<file path="src/rtl/core/fpjb_pkg.sv">
// Shared constants for the flash page journal bitmaps block.
`timescale 1ns / 1ps
`default_nettype none

package fpjb_pkg;

   // Bits in one bitmap word and the page-to-word shift
   localparam int WORD_BITS  = 32;
   localparam int WORD_SHIFT = 5;

   // Input field widths
   localparam int MODE_W  = 2;
   localparam int START_W = 20;
   localparam int COUNT_W = 11;
   localparam int LEN_W   = 21;

   // Byte end address of a query: start + length needs one more bit than length
   localparam int SUM_W = LEN_W + 1;

   // Operation codes
   localparam logic [MODE_W-1:0] MODE_MARK_INVALID  = 2'd0;
   localparam logic [MODE_W-1:0] MODE_MARK_COMPLETE = 2'd1;
   localparam logic [MODE_W-1:0] MODE_QUERY         = 2'd2;
   localparam logic [MODE_W-1:0] MODE_UNUSED        = 2'd3;

   // One map word: complete flags on top, invalid flags below
   typedef struct packed {
      logic [WORD_BITS-1:0] complete;
      logic [WORD_BITS-1:0] invalid;
   } map_word_type;

endpackage

`default_nettype wire

</file>
<file path="src/rtl/core/fpjb_map_mem.sv">
// Flag map memory: one word of both bitmaps per address, erased until written.
`timescale 1ns / 1ps
`default_nettype none

module fpjb_map_mem
   import fpjb_pkg::*;
#(
   parameter int MAP_WORDS = 32,
   parameter int WA_W      = 5
) (
   input  wire logic         clock,
   input  wire logic         reset,
   input  wire logic         rd_en,
   input  wire logic [WA_W-1:0] rd_addr,
   output map_word_type      rd_data,
   input  wire logic         wr_en,
   input  wire logic [WA_W-1:0] wr_addr,
   input  wire map_word_type wr_data
);

   map_word_type           mem [MAP_WORDS];
   logic [MAP_WORDS-1:0]   written_ff;
   map_word_type           rd_word_ff;
   logic                   rd_written_ff;

   // Storage array, no reset
   always_ff @(posedge clock) begin
      if (wr_en) begin
         mem[wr_addr] <= wr_data;
      end
      if (rd_en) begin
         rd_word_ff    <= mem[rd_addr];
         rd_written_ff <= written_ff[rd_addr];
      end
   end

   // Per-word written flags; a word never written reads as erased
   always_ff @(posedge clock) begin
      if (reset) begin
         written_ff <= '0;
      end else if (wr_en) begin
         written_ff[wr_addr] <= 1'b1;
      end
   end

   assign rd_data = rd_written_ff ? rd_word_ff : '1;

endmodule

`default_nettype wire

</file>
<file path="src/rtl/core/fpjb_mask_unit.sv">
// Page-window mask for one map word: bits whose page lies in [lo, hi).
`timescale 1ns / 1ps
`default_nettype none

module fpjb_mask_unit
   import fpjb_pkg::*;
#(
   parameter int PAGE_W = 12,
   parameter int WA_W   = 5
) (
   input  wire logic [WA_W-1:0]   word_addr,
   input  wire logic [PAGE_W-1:0] lo_page,
   input  wire logic [PAGE_W-1:0] hi_page,
   output logic [WORD_BITS-1:0]   mask
);

   logic [PAGE_W-1:0] base_page;

   assign base_page = PAGE_W'(word_addr) << WORD_SHIFT;

   // One compare pair per bit, all independent
   always_comb begin
      for (int b = 0; b < WORD_BITS; b++) begin
         logic [PAGE_W-1:0] pg;
         pg      = base_page | PAGE_W'(b);
         mask[b] = (pg >= lo_page) && (pg < hi_page);
      end
   end

endmodule

`default_nettype wire

</file>
<file path="src/rtl/core/flash_page_journal_bitmaps_core.sv">
// Top level of the flash page journal bitmaps block: sequencer and result register.
`timescale 1ns / 1ps
`default_nettype none

// Keeps an invalid and a complete bitmap, one bit per page, erased to 1;
// marks only clear bits. One item is in work at a time: accept, a setup
// step, a walk over each 32-page map word touched by the range (at most
// MAP_WORDS), a drain step and a finish step that loads the result
// register. The walk does one read-modify-write per map word through the
// read and write ports of the map memory and the one shared mask unit. A
// mark touching no map page, a query of an empty range or of pages
// outside the map only, or an item of the unused mode skips the walk and
// drain. While the result register is full and stalled, the item stays in
// its finish step until the register frees. The result register lets the
// next item be accepted while a result waits.
// PAGE_BYTES must be a power of two. No clearing pass after reset.
module flash_page_journal_bitmaps_core
   import fpjb_pkg::*;
#(
   parameter int PAGE_BYTES = 1024,
   parameter int MAP_WORDS  = 32
) (
   input  wire logic               clock,
   input  wire logic               reset,
   // Input channel
   input  wire logic               req_valid,
   output logic                    req_stall,
   input  wire logic [MODE_W-1:0]  req_mode,
   input  wire logic [START_W-1:0] req_start_address,
   input  wire logic [COUNT_W-1:0] req_page_count,
   input  wire logic [LEN_W-1:0]   req_byte_length,
   // Result channel
   output logic                    rsp_valid,
   input  wire logic               rsp_stall,
   output logic                    rsp_range_complete,
   output logic                    rsp_range_invalid,
   // Configuration
   input  wire logic               csr_wr_en,
   input  wire logic               csr_wr_data
);

   localparam int PG_SHIFT  = $clog2(PAGE_BYTES);
   localparam int PAGE_W    = (SUM_W - PG_SHIFT > 12) ? SUM_W - PG_SHIFT : 12;
   localparam int WA_W      = (MAP_WORDS > 1) ? $clog2(MAP_WORDS) : 1;
   localparam int MAP_PAGES = MAP_WORDS * WORD_BITS;
   localparam logic [PAGE_W-1:0] MAP_PAGES_P = PAGE_W'(MAP_PAGES);

   // Sequencer states
   localparam logic [2:0] ST_IDLE   = 3'd0;
   localparam logic [2:0] ST_SETUP  = 3'd1;
   localparam logic [2:0] ST_WALK   = 3'd2;
   localparam logic [2:0] ST_DRAIN  = 3'd3;
   localparam logic [2:0] ST_FINISH = 3'd4;

   logic [2:0]         state_ff, state_in;
   logic [MODE_W-1:0]  mode_ff;
   logic [PAGE_W-1:0]  lo_ff, hi_ff, hic_ff;
   logic [WA_W-1:0]    rd_ptr_ff, last_ff;
   logic               s1_valid_ff;
   logic [WA_W-1:0]    s1_addr_ff;
   logic               complete_ff, inv_hit_ff;
   logic               journal_ff;
   logic               rsp_valid_ff, rsp_valid_in;
   logic               rsp_complete_ff, rsp_invalid_ff;

   logic               accept;
   logic               load_rsp;
   logic [SUM_W-1:0]   end_byte;
   logic [PAGE_W-1:0]  first_page, end_page, mark_end;
   logic [PAGE_W-1:0]  hic;
   logic               walk_go;
   logic               is_mark;
   logic               mem_rd_en, mem_wr_en;
   map_word_type       mem_rd_data, mem_wr_data;
   logic [WORD_BITS-1:0] mask;

   assign accept    = req_valid && !req_stall;
   assign req_stall = (state_ff != ST_IDLE);
   assign is_mark   = (mode_ff == MODE_MARK_INVALID) || (mode_ff == MODE_MARK_COMPLETE);

   // Page bounds of the incoming item
   assign end_byte   = SUM_W'(req_start_address) + SUM_W'(req_byte_length);
   assign first_page = PAGE_W'(req_start_address >> PG_SHIFT);
   assign end_page   = PAGE_W'(end_byte >> PG_SHIFT);
   assign mark_end   = first_page + PAGE_W'(req_page_count);

   // Range clipped to the map
   assign hic     = (hi_ff > MAP_PAGES_P) ? MAP_PAGES_P : hi_ff;
   assign walk_go = (mode_ff != MODE_UNUSED) && (lo_ff < hic);

   // Sequencer
   always_comb begin
      state_in = state_ff;
      case (state_ff)
         ST_IDLE:   if (accept) state_in = ST_SETUP;
         ST_SETUP:  state_in = walk_go ? ST_WALK : ST_FINISH;
         ST_WALK:   if (rd_ptr_ff == last_ff) state_in = ST_DRAIN;
         ST_DRAIN:  state_in = ST_FINISH;
         ST_FINISH: if (load_rsp) state_in = ST_IDLE;
         default:   state_in = ST_IDLE;
      endcase
   end

   always_ff @(posedge clock) begin
      if (reset) begin
         state_ff    <= ST_IDLE;
         s1_valid_ff <= 1'b0;
         journal_ff  <= 1'b0;
      end else begin
         state_ff    <= state_in;
         s1_valid_ff <= (state_ff == ST_WALK);
         if (csr_wr_en) begin
            journal_ff <= csr_wr_data;
         end
      end
   end

   // Item registers, walk pointer and query flags
   always_ff @(posedge clock) begin
      if (accept) begin
         mode_ff <= req_mode;
         lo_ff   <= first_page;
         hi_ff   <= (req_mode == MODE_QUERY) ? end_page : mark_end;
      end
      if (state_ff == ST_SETUP) begin
         hic_ff      <= hic;
         rd_ptr_ff   <= WA_W'(lo_ff >> WORD_SHIFT);
         last_ff     <= WA_W'((hic - PAGE_W'(1)) >> WORD_SHIFT);
         // pages past the map stay erased, so such a query is never complete
         complete_ff <= !((mode_ff == MODE_QUERY) && (hi_ff > MAP_PAGES_P) && (lo_ff < hi_ff));
         inv_hit_ff  <= 1'b0;
      end
      if (state_ff == ST_WALK) begin
         rd_ptr_ff  <= rd_ptr_ff + WA_W'(1);
         s1_addr_ff <= rd_ptr_ff;
      end
      if (s1_valid_ff && (mode_ff == MODE_QUERY)) begin
         if (|(mem_rd_data.complete & mask)) complete_ff <= 1'b0;
         if (|(~mem_rd_data.invalid & mask)) inv_hit_ff <= 1'b1;
      end
   end

   // Read-modify-write of one map word per cycle
   assign mem_rd_en = (state_ff == ST_WALK);
   assign mem_wr_en = s1_valid_ff && is_mark;

   always_comb begin
      mem_wr_data = mem_rd_data;
      if (mode_ff == MODE_MARK_INVALID) begin
         mem_wr_data.invalid = mem_rd_data.invalid & ~mask;
      end else begin
         mem_wr_data.complete = mem_rd_data.complete & ~mask;
      end
   end

   fpjb_map_mem #(
      .MAP_WORDS (MAP_WORDS),
      .WA_W      (WA_W)
   ) u_map_mem (
      .clock   (clock),
      .reset   (reset),
      .rd_en   (mem_rd_en),
      .rd_addr (rd_ptr_ff),
      .rd_data (mem_rd_data),
      .wr_en   (mem_wr_en),
      .wr_addr (s1_addr_ff),
      .wr_data (mem_wr_data)
   );

   fpjb_mask_unit #(
      .PAGE_W (PAGE_W),
      .WA_W   (WA_W)
   ) u_mask_unit (
      .word_addr (s1_addr_ff),
      .lo_page   (lo_ff),
      .hi_page   (hic_ff),
      .mask      (mask)
   );

   // Result register
   assign load_rsp     = (state_ff == ST_FINISH) && (!rsp_valid_ff || !rsp_stall);
   assign rsp_valid_in = load_rsp || (rsp_valid_ff && rsp_stall);

   always_ff @(posedge clock) begin
      if (reset) begin
         rsp_valid_ff <= 1'b0;
      end else begin
         rsp_valid_ff <= rsp_valid_in;
      end
   end

   always_ff @(posedge clock) begin
      if (load_rsp) begin
         rsp_complete_ff <= (mode_ff == MODE_QUERY) && complete_ff;
         rsp_invalid_ff  <= (mode_ff == MODE_QUERY) && journal_ff && inv_hit_ff
                            && !complete_ff;
      end
   end

   assign rsp_valid          = rsp_valid_ff;
   assign rsp_range_complete = rsp_complete_ff;
   assign rsp_range_invalid  = rsp_invalid_ff;

endmodule

`default_nettype wire

</file>
<file path="config.mk">
export PLATFORM = sky130hd
export DESIGN_NAME = flash_page_journal_bitmaps_core
export DESIGN_NICKNAME = d
export VERILOG_FILES = /design/src/rtl/core/fpjb_pkg.sv /design/src/rtl/core/fpjb_map_mem.sv /design/src/rtl/core/fpjb_mask_unit.sv /design/src/rtl/core/flash_page_journal_bitmaps_core.sv
export SDC_FILE = /design/constraint.sdc
export NUM_CORES = 2
export LEC_CHECK = 0
export BUFFER_PORTS_ARGS = -buffer_cell sky130_fd_sc_hd__clkbuf_2
export CORE_AREA = 2 2 487 489
export CTS_CLUSTER_SIZE = 40
export DETAILED_ROUTE_END_ITERATION = 12
export DIE_AREA = 0 0 489 491
export HOLD_SLACK_MARGIN = 0.02
export PLACE_DENSITY_LB_ADDON = 0.25
export RECOVER_POWER = 100
export SYNTH_ARGS = -nofsm -noshare
export SYNTH_HDL_FRONTEND = slang
export SYNTH_SLANG_ARGS = --single-unit
</file>
<file path="constraint.sdc">
create_clock -name clock -period 5.91 [get_ports clock]
set_clock_uncertainty 0.05 [all_clocks]
set_input_delay 0.2955 -clock clock [delete_from_list [all_inputs] [get_ports clock]]
set_output_delay 0.2955 -clock clock [all_outputs]
set_load 0.01 [all_outputs]
</file>
### Yosys cells after proc, flatten, opt, wreduce, memory -nomap -nowiden

Memories as Yosys holds them, arrays and structs flattened. A register that Yosys moved wholly into a read port is not among the register bits.
Index checks and enable logic that the tools add are counted.

* add/subtract/negate cells: 4
* order comparisons: 70
* equal/unequal tests: 12
* muxes and demuxes: 24
* bitwise operators: 7
* reductions and logical operators: 60

Operators by type and width (count)
* 10-bit by 12-bit < comparator with 1-bit output: 34
* 10-bit greater-or-equal comparator: 32
* 32-bit bitwise AND: 4
* 32-bit 2-to-1 mux: 2
* 64-bit 2-to-1 mux: 1
* 32-bit inverter: 2
* 32-bit OR reduction: 2
* 1-bit logical AND: 45
* 32-bit bitwise OR: 1
* 12-bit 2-to-1 mux: 2
* 20-bit by 21-bit adder with 22-bit output: 1
* 3-bit case mux with 5 select lines: 1
* 10-bit by 11-bit adder with 12-bit output: 1
* 12-bit by 11-bit > comparator with 1-bit output (second input constant): 1
* 5-bit by 6-bit < comparator with 1-bit output (second input constant): 2
* 3-bit 2-to-1 mux: 4
* 1-bit 2-to-1 mux: 10
* 5-bit 2-to-1 mux: 2
* 10-bit by 1-bit subtractor with 10-bit output (second input constant): 1
* 3-bit by 2-bit == test with 1-bit output (second input constant): 2
* 2-bit inequality test (second input constant): 3
* 5-bit by 1-bit adder with 5-bit output (second input constant): 1
* 1-bit binary-select mux with 5-bit select: 1
* 1-bit demux with 5-bit select: 1
* 14 further kinds: 21

* register bits after elaboration: 94
* bits in writable memories: 2048
* input port bits: 60
* output and inout bits: 4
* memories kept: 1

Memories
* u_map_mem.mem: words 32, width 64, rd ports 1, clocked after Yosys merged registers in 1, write ports 1, RTL line fpjb_map_mem.sv:21 `map_word_type mem [MAP_WORDS];`

### Longest topological paths before layout

* depth after elaboration: 7
* gate-level depth with buffers: 13
* gate-level depth less buffers: 13

### Modules after synthesis

A second synthesis with hierarchy kept.

* cell total of the unflattened synthesis: 4144
* area total of the unflattened synthesis: 85993.7 µm²

Modules (own cells, without submodules)
* fpjb_map_mem: times used 1, cells each 3466, area an instance 80229.4 µm², seq. area each 64091.5 µm²
* flash_page_journal_bitmaps_core: times used 1, cells each 512, area an instance 4719.5 µm², seq. area each 1751.7 µm²
* fpjb_mask_unit: times used 1, cells each 166, area an instance 1044.8 µm², seq. area each 0.0 µm²

### Worst setup path after synthesis

OpenSTA, ideal clock, no wires.

* path type: reg2reg
* start: reg mode_ff[1]
* end: mem u_map_mem.mem[29][0] (netlist name), enable pin
* setup time: 0.488 ns
* arrival: 3.806 ns
* data required time: 5.372 ns
* setup slack: 1.566 ns
* stages on the path, launching flop included: 5
* buffers on the path: 1
* period minus slack after synthesis: 4.344 ns
* cell sequence: edfxtp_1 nand2b_1 or3_1 clkbuf_1 nor2_1

* word-level cells in the longest chain between the ends: 5

RTL lines
* from (decl): RTL line flash_page_journal_bitmaps_core.sv:56 `logic [MODE_W-1:0] mode_ff;`
* from (signal assigned): RTL line flash_page_journal_bitmaps_core.sv:121 `mode_ff <= req_mode;`
* 2-bit by 1-bit == test with 1-bit output / 2-bit zero test (equally long branches): RTL line flash_page_journal_bitmaps_core.sv:79 `assign is_mark = (mode_ff == MODE_MARK_INVALID) || (mode_ff == MODE_MARK_COMPLETE);`
* 1-bit logical OR (*): RTL line flash_page_journal_bitmaps_core.sv:79
* 1-bit logical AND (*): RTL line flash_page_journal_bitmaps_core.sv:145 `assign mem_wr_en = s1_valid_ff && is_mark;`
* 1-bit 2-to-1 mux (*): RTL line fpjb_map_mem.sv:28 `if (wr_en) begin`
* 1-bit 2-to-1 mux (implied by the code) (*): RTL line fpjb_map_mem.sv:29 `mem[wr_addr] <= wr_data;`
* to (decl): RTL line fpjb_map_mem.sv:21

Mark *: on every way between the ends. The rest lies on a longest branch, timed or not.

### Worst setup path in the final report

* start: reg mode_ff[1]
* end: mem u_map_mem.mem[5][54] (netlist name), enable pin

Same word-level chain as after synthesis.

==> metrics.txt <==
# TYPE chip_impl_metric gauge
chip_impl_metric{name="placement.cell_area",unit="µm²"} 92100
chip_impl_metric{name="irDropWorstVdd",unit="V"} 0.000260
chip_impl_info{name="worstSetupStartpointType",value="flop"} 1
chip_impl_info{name="cts.root.buffer_cell",value="sky130_fd_sc_hd__clkbuf_16"} 1
chip_impl_metric{name="finalWirelength",unit="mm"} 244
chip_impl_info{name="setup_repair_after_global_routing_missed_its_margin",value="no"} 1
chip_impl_metric{name="layout.cells.non_filler",unit=""} 7418
chip_impl_metric{name="cts-root-to-sink-buffers",unit=""} 3
chip_impl_metric{name="routed-via-count",unit=""} 42749
chip_impl_info{name="failed_checks",value="capacitance limit, slew limit"} 1
chip_impl_metric{name="worst_slew_pin_slew",unit="ns"} 4.18
chip_impl_metric{name="proportion_of_layout_cells_with_a_drive_suffix_above_1",unit="%"} 26.7
chip_impl_metric{name="part_of_the_yosys_area_used_for_sequential_elements",unit="%"} 76.0
chip_impl_metric{name="placement.setup.worst_slack",unit="ns"} 1.54
chip_impl_metric{name="post-route-min-period",unit="ns"} 5.27
chip_impl_metric{name="setup_viol_count_final",unit=""} 0
chip_impl_metric{name="postRouteAntennaNets",unit=""} 0
chip_impl_metric{name="postSynthNetCount",unit=""} 3945
chip_impl_metric{name="pin_count_of_the_biggest_net_entering_global_routing",unit=""} 141
chip_impl_metric{name="yosysUniqueCellTypes",unit=""} 84
chip_impl_metric{name="cp_data_arrival_time",unit="ns"} 5.66
chip_impl_metric{name="pwr_density",unit="nW/µm²"} 346
chip_impl_metric{name="worstRegToRegCells",unit=""} 4
chip_impl_metric{name="groute.usage.overall",unit="%"} 20.1
chip_impl_metric{name="die_height",unit="µm"} 491
chip_impl_metric{name="drc_errors",unit=""} 0
chip_impl_metric{name="tns",unit="ns"} 0
chip_impl_metric{name="nNetsFinal",unit=""} 4196
chip_impl_metric{name="syn-mean-instance-area",unit="µm²"} 22.6
chip_impl_metric{name="drt_iter0_markers",unit=""} 5268
chip_impl_metric{name="insertion_delay",unit="ns"} 0.86
chip_impl_info{name="synth-main-ff-cell",value="sky130_fd_sc_hd__edfxtp_1"} 1
chip_impl_metric{name="placeableCoreArea",unit="µm²"} 235000
chip_impl_info{name="timing.critical_path.from",value="mode_ff[1]"} 1
chip_impl_metric{name="finalWeightedCongestion",unit=""} 0.904
chip_impl_metric{name="placement.io_buffers",unit=""} 63
chip_impl_info{name="synth.cells.most_frequent",value="sky130_fd_sc_hd__edfxtp_1, sky130_fd_sc_hd__mux4_2, sky130_fd_sc_hd__nor2_1"} 1
chip_impl_metric{name="first_global_vias",unit=""} 42486
chip_impl_metric{name="timing.max_cap.violations",unit=""} 101
chip_impl_metric{name="cts.htree.levels",unit=""} 4
chip_impl_metric{name="r2r_slack",unit="ns"} 0.64
chip_impl_metric{name="number_of_warnings_reported_in_the_yosys_synthesis_log",unit=""} 0
chip_impl_metric{name="die_w",unit="µm"} 489
chip_impl_metric{name="power.leakage",unit="nW"} 30.1
chip_impl_metric{name="avgViaCountPerCell",unit=""} 5.76
chip_impl_metric{name="post_synthesis_instance_total",unit=""} 3833
chip_impl_metric{name="synth_top_area_share",unit="%"} 75.1
chip_impl_metric{name="dpl.cell_count",unit=""} 6994
chip_impl_metric{name="finalInstanceArea",unit="µm²"} 98100
chip_impl_metric{name="grt_antenna_before_repair",unit=""} 16
chip_impl_metric{name="design.portCount",unit=""} 64
chip_impl_metric{name="clock.fmax",unit="MHz"} 190
chip_impl_metric{name="grt_pass1_wl",unit="mm"} 339
chip_impl_info{name="reg2reg_to",value="u_map_mem.mem[5][54]"} 1
chip_impl_info{name="worstHoldPathType",value="input port to flop"} 1
chip_impl_info{name="worstSetupEndpoint",value="u_map_mem.mem[5][54]"} 1
chip_impl_metric{name="final.setup.worst_slack",unit="ns"} 0.644
chip_impl_metric{name="timing_max_transition_violations_final",unit=""} 2600
chip_impl_info{name="most_frequent_cell_after_synthesis",value="sky130_fd_sc_hd__edfxtp_1"} 1
chip_impl_metric{name="multi_input_area",unit="µm²"} 19800
chip_impl_info{name="worstSetupPathType",value="flop to flop"} 1
chip_impl_metric{name="area_growth_syn_to_layout",unit="%"} 13.2
chip_impl_metric{name="synth-edff-count",unit=""} 2166
chip_impl_metric{name="first_pass_iters",unit=""} 7
chip_impl_info{name="crit-reg2reg-launch",value="mode_ff[1]"} 1
chip_impl_metric{name="cts-buffers-inserted",unit=""} 214
chip_impl_metric{name="floorplan.rows",unit=""} 178
chip_impl_info{name="synth.top_cells.by_area",value="sky130_fd_sc_hd__edfxtp_1, sky130_fd_sc_hd__mux4_2, sky130_fd_sc_hd__dfxtp_1"} 1
chip_impl_metric{name="die_area",unit="µm²"} 240000
chip_impl_metric{name="worst_hold_slack",unit="ns"} 0.0860
chip_impl_metric{name="async_flop_share",unit="%"} 0
chip_impl_metric{name="dp.final_hpwl",unit="mm"} 128
chip_impl_metric{name="total_clock_sinks",unit=""} 2206
chip_impl_metric{name="sequential_cell_area",unit="µm²"} 65800
chip_impl_metric{name="grt_overflow",unit=""} 0
chip_impl_metric{name="timing.final.hold_violations",unit=""} 0
chip_impl_metric{name="post_synth_instance_area",unit="µm²"} 86600
chip_impl_info{name="synth_top_cell_by_area",value="sky130_fd_sc_hd__edfxtp_1"} 1
chip_impl_metric{name="synth.ff_latch_count",unit=""} 2206
chip_impl_metric{name="n_fill_cell",unit=""} 20278
chip_impl_info{name="cp-end-kind",value="flop"} 1
chip_impl_metric{name="wl_per_cell",unit="µm"} 32.9
chip_impl_metric{name="timing.slew.headroom",unit="%"} -178
chip_impl_info{name="status",value="finished with violations"} 1
chip_impl_metric{name="floorplan.initialDensity",unit="%"} 36.9
chip_impl_metric{name="finalCritPeriodShare",unit="%"} 89.1
chip_impl_metric{name="cts.clk_slew.worst_paths",unit="ns"} 0.06
chip_impl_metric{name="critical_path_required",unit="ns"} 6.30
chip_impl_info{name="cts_tree",value="built"} 1
chip_impl_metric{name="cp_max_fo",unit=""} 16
==> per-layer routing <==
metal	wire (µm)	track usage (%)	vias to the layer above
li1	-	-	16859
met4	6290	4.59	6
met1	104000	29.3	23645
met2	115000	31.8	1831
met3	18100	3.32	408
met5	41	0	-
==> layout make-up <==
type | instances | area share [%]
multi-input combinational | 1360 | 20.2
clock buffer | 267 | 5.82
tap | 3150 | 4.02
antenna | 6 | 0.0153
timing repair buffer | 229 | 1.51
sequential | 2206 | 67.1
inverter | 73 | 0.279
clock inverter | 127 | 1.05
==> cell usage in the layout, fill, tap and decap left out, drive strengths merged, types with 9 or more instances in the layout <==
master       instances
a211oi              15
a21o                10
a21oi               48
a221oi              12
a22oi               23
a2bb2oi             39
a31oi                9
and2                 9
buf                 42
bufinv              11
clkbuf             431
clkinv             105
dfxtp               40
dlygate4sd3         22
edfxtp            2166
ha                  51
inv                 79
mux2                65
mux4               650
nand2               54
nand2b              14
nand3               18
nand4               11
nor2               142
nor3                20
nor4                12
o21ai               31
xnor2               14
xor2                13
==> report_power, final <==
part	internal [mW]	switching [mW]
clock network	7.32	5.89
logic	1.24	1.76
registers	17.6	0.102
==> worst min-delay path by stage <==
stage,end,cells past startpoint,startpoint
after floorplan,lo_ff[0],0,req_start_address[10]
after global placement,u_map_mem.written_ff[11],2,u_map_mem.written_ff[11]
after detailed placement,u_map_mem.written_ff[23],2,u_map_mem.written_ff[23]
after CTS,hi_ff[5],5,req_page_count[5]
after global routing,hi_ff[5],5,req_page_count[5]
final,hi_ff[5],5,req_page_count[5]
==> worst max-delay path, stage by stage (launching register included) <==
cell                       delay, ns
sky130_fd_sc_hd__edfxtp_1       0.55
sky130_fd_sc_hd__nand2b_1       0.24
sky130_fd_sc_hd__or3_1          0.56
sky130_fd_sc_hd__nor2_1         2.35
sky130_fd_sc_hd__clkbuf_1       1.08
==> sequential cells by signal, summed over array words and instances (netlist names), 2 cells and up <==
register              cells
hi_ff                    12
s1_addr_ff                5
last_ff                   5
hic_ff                   12
mode_ff                   2
u_map_mem.mem          2048
u_map_mem.written_ff     32
state_ff                  3
rd_ptr_ff                 5
lo_ff                    10
u_map_mem.rd_word_ff     64
==> cells by family (layout without fill, tap and decap cells) <==
logic type,after synthesis,count (layout),synth area share [%]
other,1,7,0.00433
AND/OR/NAND/NOR,319,319,1.80
XOR/XNOR,27,27,0.273
flip-flops,2206,2206,76.0
AO/OA/AOI/OAI,244,244,2.15
buffers and inverters,267,696,1.22
adder cells (fa/ha/maj),52,52,0.760
multiplexers,717,717,17.8
==> what timing repair did <==
action	in CTS	in global routing
hold buffers	22	0
buffers inserted	0	0
gates resized for setup	0	0
hold endpoints to repair	23	0
==> through the flow <==
stage	util, %	total power [mW]
final	41.8	34.0
after detailed placement	39.3	21.1
after global routing	41.8	35.0
after global placement	39.3	21.1
after CTS	42.2	34.2
after floorplan	-	20.0
No activity file was read; power rests on OpenSTA's default activity.
